--- src/hdl/chtab_pkg.sv ---
// ----------------------------------------------------------------------------
// chtab_pkg
// Shared types and defaults for the chained hash table: request and status
// codes, free list control groups and default table sizes.
// ----------------------------------------------------------------------------
package chtab_pkg;

  // default table geometry
  localparam int unsigned BucketsDef = 16;
  localparam int unsigned NodesDef   = 64;

  // payload widths fixed by the request and result format
  localparam int unsigned KeyW = 32;
  localparam int unsigned ValW = 32;

  // bits of key consumed per step of the bucket reduction
  localparam int unsigned NibW = 4;

  // request codes, code 3 is unused
  typedef enum logic [1:0] {
    ACT_INSERT = 2'd0,
    ACT_SEARCH = 2'd1,
    ACT_REMOVE = 2'd2
  } action_e;

  // result status codes
  typedef enum logic [2:0] {
    ST_INSERTED = 3'd0,
    ST_UPDATED  = 3'd1,
    ST_FOUND    = 3'd2,
    ST_NOTFOUND = 3'd3,
    ST_REMOVED  = 3'd4,
    ST_FULL     = 3'd5
  } status_e;

  // free list commands from the request sequencer
  typedef struct packed {
    logic pop;
    logic push;
  } free_cmd_t;

  // free list status towards the request sequencer
  typedef struct packed {
    logic full;
    logic list_ok;
  } free_sts_t;

endpackage

--- src/hdl/chtab_free.sv ---
// ----------------------------------------------------------------------------
// chtab_free
// Node allocator: a LIFO list of released nodes linked through the node
// memory, backed by a counter of nodes never handed out.
// ----------------------------------------------------------------------------
module chtab_free import chtab_pkg::*; #(
  parameter int unsigned  NODES = NodesDef,
  localparam int unsigned NW    = $clog2(NODES),
  localparam int unsigned CW    = $clog2(NODES + 1)
) (
  input  logic          clk_i,
  input  logic          rst_ni,
  input  free_cmd_t     cmd_i,
  input  logic [NW-1:0] push_idx_i,
  input  logic          pop_ok_i,
  input  logic [NW-1:0] pop_link_i,
  output free_sts_t     sts_o,
  output logic [NW-1:0] list_head_o,
  output logic [NW-1:0] alloc_idx_o
);

  logic          list_ok_q;
  logic [NW-1:0] list_head_q;
  logic [CW-1:0] fresh_q;

  // released nodes go first, then untouched nodes in index order
  assign sts_o.list_ok = list_ok_q;
  assign sts_o.full    = !list_ok_q && (fresh_q == CW'(NODES));
  assign list_head_o   = list_head_q;
  assign alloc_idx_o   = list_ok_q ? list_head_q : fresh_q[NW-1:0];

  // list head and fresh counter
  always_ff @(posedge clk_i or negedge rst_ni) begin
    if (!rst_ni) begin
      list_ok_q   <= 1'b0;
      list_head_q <= '0;
      fresh_q     <= '0;
    end else if (cmd_i.pop) begin
      if (list_ok_q) begin
        list_ok_q   <= pop_ok_i;
        list_head_q <= pop_link_i;
      end else begin
        fresh_q <= fresh_q + 1'b1;
      end
    end else if (cmd_i.push) begin
      list_ok_q   <= 1'b1;
      list_head_q <= push_idx_i;
    end
  end

  a_no_pop_when_full : assert property (@(posedge clk_i) disable iff (!rst_ni)
    cmd_i.pop |-> !sts_o.full)
    else $error("allocation from an empty pool");

  a_pop_push_excl : assert property (@(posedge clk_i) disable iff (!rst_ni)
    !(cmd_i.pop && cmd_i.push))
    else $error("allocate and release in the same cycle");

  a_fresh_bound : assert property (@(posedge clk_i) disable iff (!rst_ni)
    fresh_q <= CW'(NODES))
    else $error("fresh node counter past pool size");

endmodule

--- config.mk ---
export PLATFORM = sky130hd
export DESIGN_NAME = chtab_free
export DESIGN_NICKNAME = d
export VERILOG_FILES = /design/src/hdl/chtab_pkg.sv /design/src/hdl/chtab_free.sv
export SDC_FILE = /design/constraint.sdc
export NUM_CORES = 1
export LEC_CHECK = 0
export BUFFER_PORTS_ARGS = -buffer_cell sky130_fd_sc_hd__buf_4
export CAP_MARGIN = 20
export CORE_AREA = 2 2 45 47
export DETAILED_ROUTE_END_ITERATION = 6
export DIE_AREA = 0 0 47 49
export HOLD_SLACK_MARGIN = 0.12
export PLACE_DENSITY_LB_ADDON = 0.05
export SLEW_MARGIN = 40
export SYNTH_ARGS = -nofsm -noshare
export SYNTH_HDL_FRONTEND = slang
export SYNTH_SLANG_ARGS = --single-unit
--- constraint.sdc ---
create_clock -name clk_i -period 1.5 [get_ports clk_i]
set_input_delay 0.15 -clock clk_i [delete_from_list [all_inputs] [get_ports clk_i]]
set_output_delay 0.15 -clock clk_i [all_outputs]
set_load 0.01 [all_outputs]
==> metrics.log <==
[metrics] most area-hungry cell type in the Yosys netlist: sky130_fd_sc_hd__dfrtp_1
[metrics] endpoint type of the worst setup path: output pin
[metrics] critical register-to-register path startpoint: list_ok_q$_DFFE_PN0P_
[metrics] number of cells on the worst reg-to-reg path: 4
[metrics] slew at the pin closest to its max-slew limit: 0.217 ns
[metrics] total power: ~0.0014 W
[metrics] Worst Hold End: list_head_o[3]$_DFFE_PN0P_
[metrics] total net switching power: around 0.00047 W
[metrics] kind of start point of the critical path: flop
[metrics] minimum clock period: about 1.4 ns
[metrics] NumNets Final: roughly 140
[metrics] utilization after layout: 61.7%
[metrics] internal power: 0.000921 W
[metrics] Relative slew margins: 85.5%
[metrics] required time of the worst setup path: 1.35 ns
[metrics] all-layer global routing usage: 17.6%
[metrics] number of max-slew violations in the final report: 0
[metrics] first-pass GRT wire length: between 2 and 3 mm
[metrics] leakage power figure: 0.540 nW
[metrics] total vias in the final route: 700
[metrics] count of unresolved DRC violations after routing: 0
[metrics] CP top delay family: simple AND/OR/NAND/NOR gates
[metrics] fill cell instance count of the final layout: 169
[metrics] number of inserted diodes: 0
[metrics] PwrDens: 1220 nW/um2
[metrics] Max H-tree Level: 1
[metrics] biggest fanout along the worst timing path: 2
[metrics] initial standard-cell utilization of the core: 42.9%
[metrics] Net Sw Frac: approximately a third
[metrics] TritonCTS clock tree: yes
[metrics] sequential power share: 41.3%
[metrics] final number of setup-violating endpoints: 0
[metrics] Hold Path Class: in -> reg
[metrics] master cell of the clock root buffer: sky130_fd_sc_hd__clkbuf_4
[metrics] I/O Pins: 31
[metrics] top cell type's share of synthesized area: 44.3%
[metrics] peak per-stage delay on the critical path: ~0.42 ns
[metrics] pin count of the biggest net entering global routing: 16
[metrics] instance count of the mapped netlist: 76
[metrics] final antenna-violating net count: 0
[metrics] WHS: 0.141 ns
[metrics] highest signal layer in the routed design: met3
[metrics] CTS clock-pin slew for the worst setup and hold paths: 0.09 ns
[metrics] number of synthesis warnings: 0
[metrics] clock group share of total power: 19.6%
[metrics] final weighted congestion in routability-driven placement: 0.673
[metrics] worst hold start: push_idx_i[3]
[metrics] critical path buffer and inverter count: 1
[metrics] outcome: complete, no violations
[metrics] Detail Route met3 WL: 110 um
[metrics] DR iter-0 viols: 11
[metrics] Fmax: roughly 690 MHz
[metrics] CP max stage cell: sky130_fd_sc_hd__dfrtp_1
[metrics] Min-Delay Path Depth: 3
[metrics] number of different library cells in the post-synthesis netlist: 21
[metrics] worst reg2reg setup slack: 0.17 ns
[metrics] area added between synthesis and finish: 43.7%
[metrics] Inserted Clock Buffers: 3
[metrics] detailed route wirelength on metal2: 915 um
[metrics] part of the Yosys area used for sequential elements: roughly 44%
[metrics] Tcrit/Tclk final: 96.0%
[metrics] Setup Total Neg Slack: 0 ns
[metrics] met1 wire length: 827 um
[metrics] floorplan die area: 2300 um2
[metrics] residual overflow from global routing: 0
[metrics] Comb power frac: 39.1%
[metrics] synthesized cell area: between 700 and 800 um2
[metrics] top cells by area in the synthesized netlist: sky130_fd_sc_hd__dfrtp_1 (44%), sky130_fd_sc_hd__mux2i_1 (7.6%), sky130_fd_sc_hd__xnor2_1 (6.6%)
[metrics] insertion delay to the later sink of the worst-skew pair: 0.28 ns
[metrics] arrival time at the worst endpoint: 1.29 ns
[metrics] hold violation count in the final report: 0
[metrics] total of max-cap violations: 0
[metrics] Worst Skew: roughly 0.0037 ns
[metrics] number of global-route vias before repair: 680
[metrics] Vias per Instance: between 4 and 5
[metrics] chip width: 47 um
[metrics] input/output buffers: 30
[metrics] die outline height: 49 um
[metrics] number of antenna violations at the first check in global routing: 0
[metrics] maximum ir drop on the vdd rail: 0.000605 V
[metrics] sequential cell area in the final layout: ~350 um2
[metrics] CTS sink cnt: 14
[metrics] Site Rows: 16
[metrics] layout cells sized above 1: 42.6%
[metrics] Routed Wire Length: roughly 1.9 mm
[metrics] number of iterations in the first detailed-routing pass: 4
[metrics] maximum number of buffers from clock root to sink: 2
[metrics] net count after synthesis: 95
[metrics] ordered list of cells on the worst path: nor4b_2, and3_1, buf_4
[metrics] syn_area_per_cell: 10.4 um2
[metrics] average detailed-routed wire length per instance: approximately 13 um
[metrics] r2r endpoint: fresh_q[5]$_DFFE_PN0P_
[metrics] multi-input gate area in the final layout: a little over 400 um2
[metrics] classification of the worst setup path: reg -> out
[metrics] Std-Cell Core Area: 1840 um2
[metrics] number of synthesized register bits: 14
[metrics] Post-DP HPWL: 1.25 mm
how the worst max path moves through the flow:
| stage | endpoint | cells after the start | start |
|---|---|---|---|
| floorplan | fresh_q[6]$_DFFE_PN0P_ | 4 | list_ok_q$_DFFE_PN0P_ |
| global placement | alloc_idx_o[5] | 2 | list_ok_q$_DFFE_PN0P_ |
| detailed placement | alloc_idx_o[5] | 2 | list_ok_q$_DFFE_PN0P_ |
| CTS | alloc_idx_o[0] | 3 | list_ok_q$_DFFE_PN0P_ |
| global route | sts_o[1] | 3 | fresh_q[3]$_DFFE_PN0P_ |
| finish | sts_o[1] | 3 | fresh_q[3]$_DFFE_PN0P_ |
cell type report:
type                            count  area share [%]
Multi-Input combinational cell     55            35.6
Sequential cell                    14            30.9
Timing Repair Buffer               40            26.7
Clock buffer                        4            3.19
Tap cell                           27            2.97
Inverter                            2           0.661
cell usage after synthesis (all sizes together):
cell type / instances
xnor2: 6
nand4: 3
nor4b: 1
buf: 4
mux2i: 6
dfrtp: 14
and4b: 1
mux2: 4
nor2: 2
o21ai: 4
nand2: 6
clkbuf: 1
a21oi: 6
ha: 2
inv: 2
and3: 1
a211oi: 6
nor2b: 7
timing repair:
item | CTS | global route
setup endpoints to repair | 7 | 3
buffers inserted | 5 | 1
endpoints found under the hold margin | 15 | 0
resized for setup | 1 | 1
hold buffers | 2 | 0
worst reg2reg max path, stage by stage, from the launching register on:
cell,delay [ns]
sky130_fd_sc_hd__dfrtp_2,0.48
sky130_fd_sc_hd__clkbuf_2,0.18
sky130_fd_sc_hd__and4b_1,0.30
sky130_fd_sc_hd__nand4_1,0.13
sky130_fd_sc_hd__xnor2_1,0.14
registers in the layout, summed over array words and instances (netlist names):
signal,count
list_head_o,6
list_ok_q,1
fresh_q,7
metrics by stage:
stage | instance area [um2] | instances | setup slack [ns]
after floorplan | 791 | 76 | 0.361
after detailed placement | 1030 | 130 | 0.171
after global routing | 1140 | 142 | -0.0317
after CTS | 1120 | 141 | 0.0356
final | 1140 | 142 | 0.0595
after global placement | 1030 | 130 | 0.181
placed cells by master, fill, tap and decap left out, types with 2 or more instances in the layout:
master and instances:
sky130_fd_sc_hd__xnor2_1 6, sky130_fd_sc_hd__buf_4 37, sky130_fd_sc_hd__a211oi_1 6, sky130_fd_sc_hd__nor2b_1 6
sky130_fd_sc_hd__inv_1 2, sky130_fd_sc_hd__o21ai_0 4, sky130_fd_sc_hd__dfrtp_1 13, sky130_fd_sc_hd__nand2_1 6
sky130_fd_sc_hd__clkbuf_4 3, sky130_fd_sc_hd__nand4_1 3, sky130_fd_sc_hd__mux2_2 4, sky130_fd_sc_hd__ha_1 2
sky130_fd_sc_hd__mux2i_1 6, sky130_fd_sc_hd__a21oi_1 6, sky130_fd_sc_hd__nor2_1 2, sky130_fd_sc_hd__dlygate4sd3_1 2
power groups by stage:
stage,Sequential (W),Combinational [W],Clock [W]
after global placement,0.000600,0.000446,0
after detailed placement,0.000604,0.000453,0
after global routing,0.000584,0.000610,0.000303
after floorplan,0.000567,0.000275,0
final,0.000574,0.000543,0.000272
after CTS,0.000568,0.000545,0.000287
metal layers:
metal / track usage (%) / vias up
met5: 0 / -
met4: 5.56 / 0
met3: 4.07 / 0
met2: 27.6 / 22
met1: 23.5 / 333
li1: - / 345
logic make-up (layout without fill, tap and decap cells):
logic type | count (synthesis) | in the layout | synth area share [%]
AO/OA/AOI/OAI | 16 | 16 | 12.0
XOR/XNOR | 6 | 6 | 6.65
multiplexers | 10 | 10 | 13.3
adder cells (fa/ha/maj) | 2 | 2 | 3.16
flip-flops | 14 | 14 | 44.3
AND/OR/NAND/NOR | 21 | 21 | 15.2
buffers and inverters | 7 | 46 | 5.38
No activity file was read; power rests on OpenSTA's default activity.
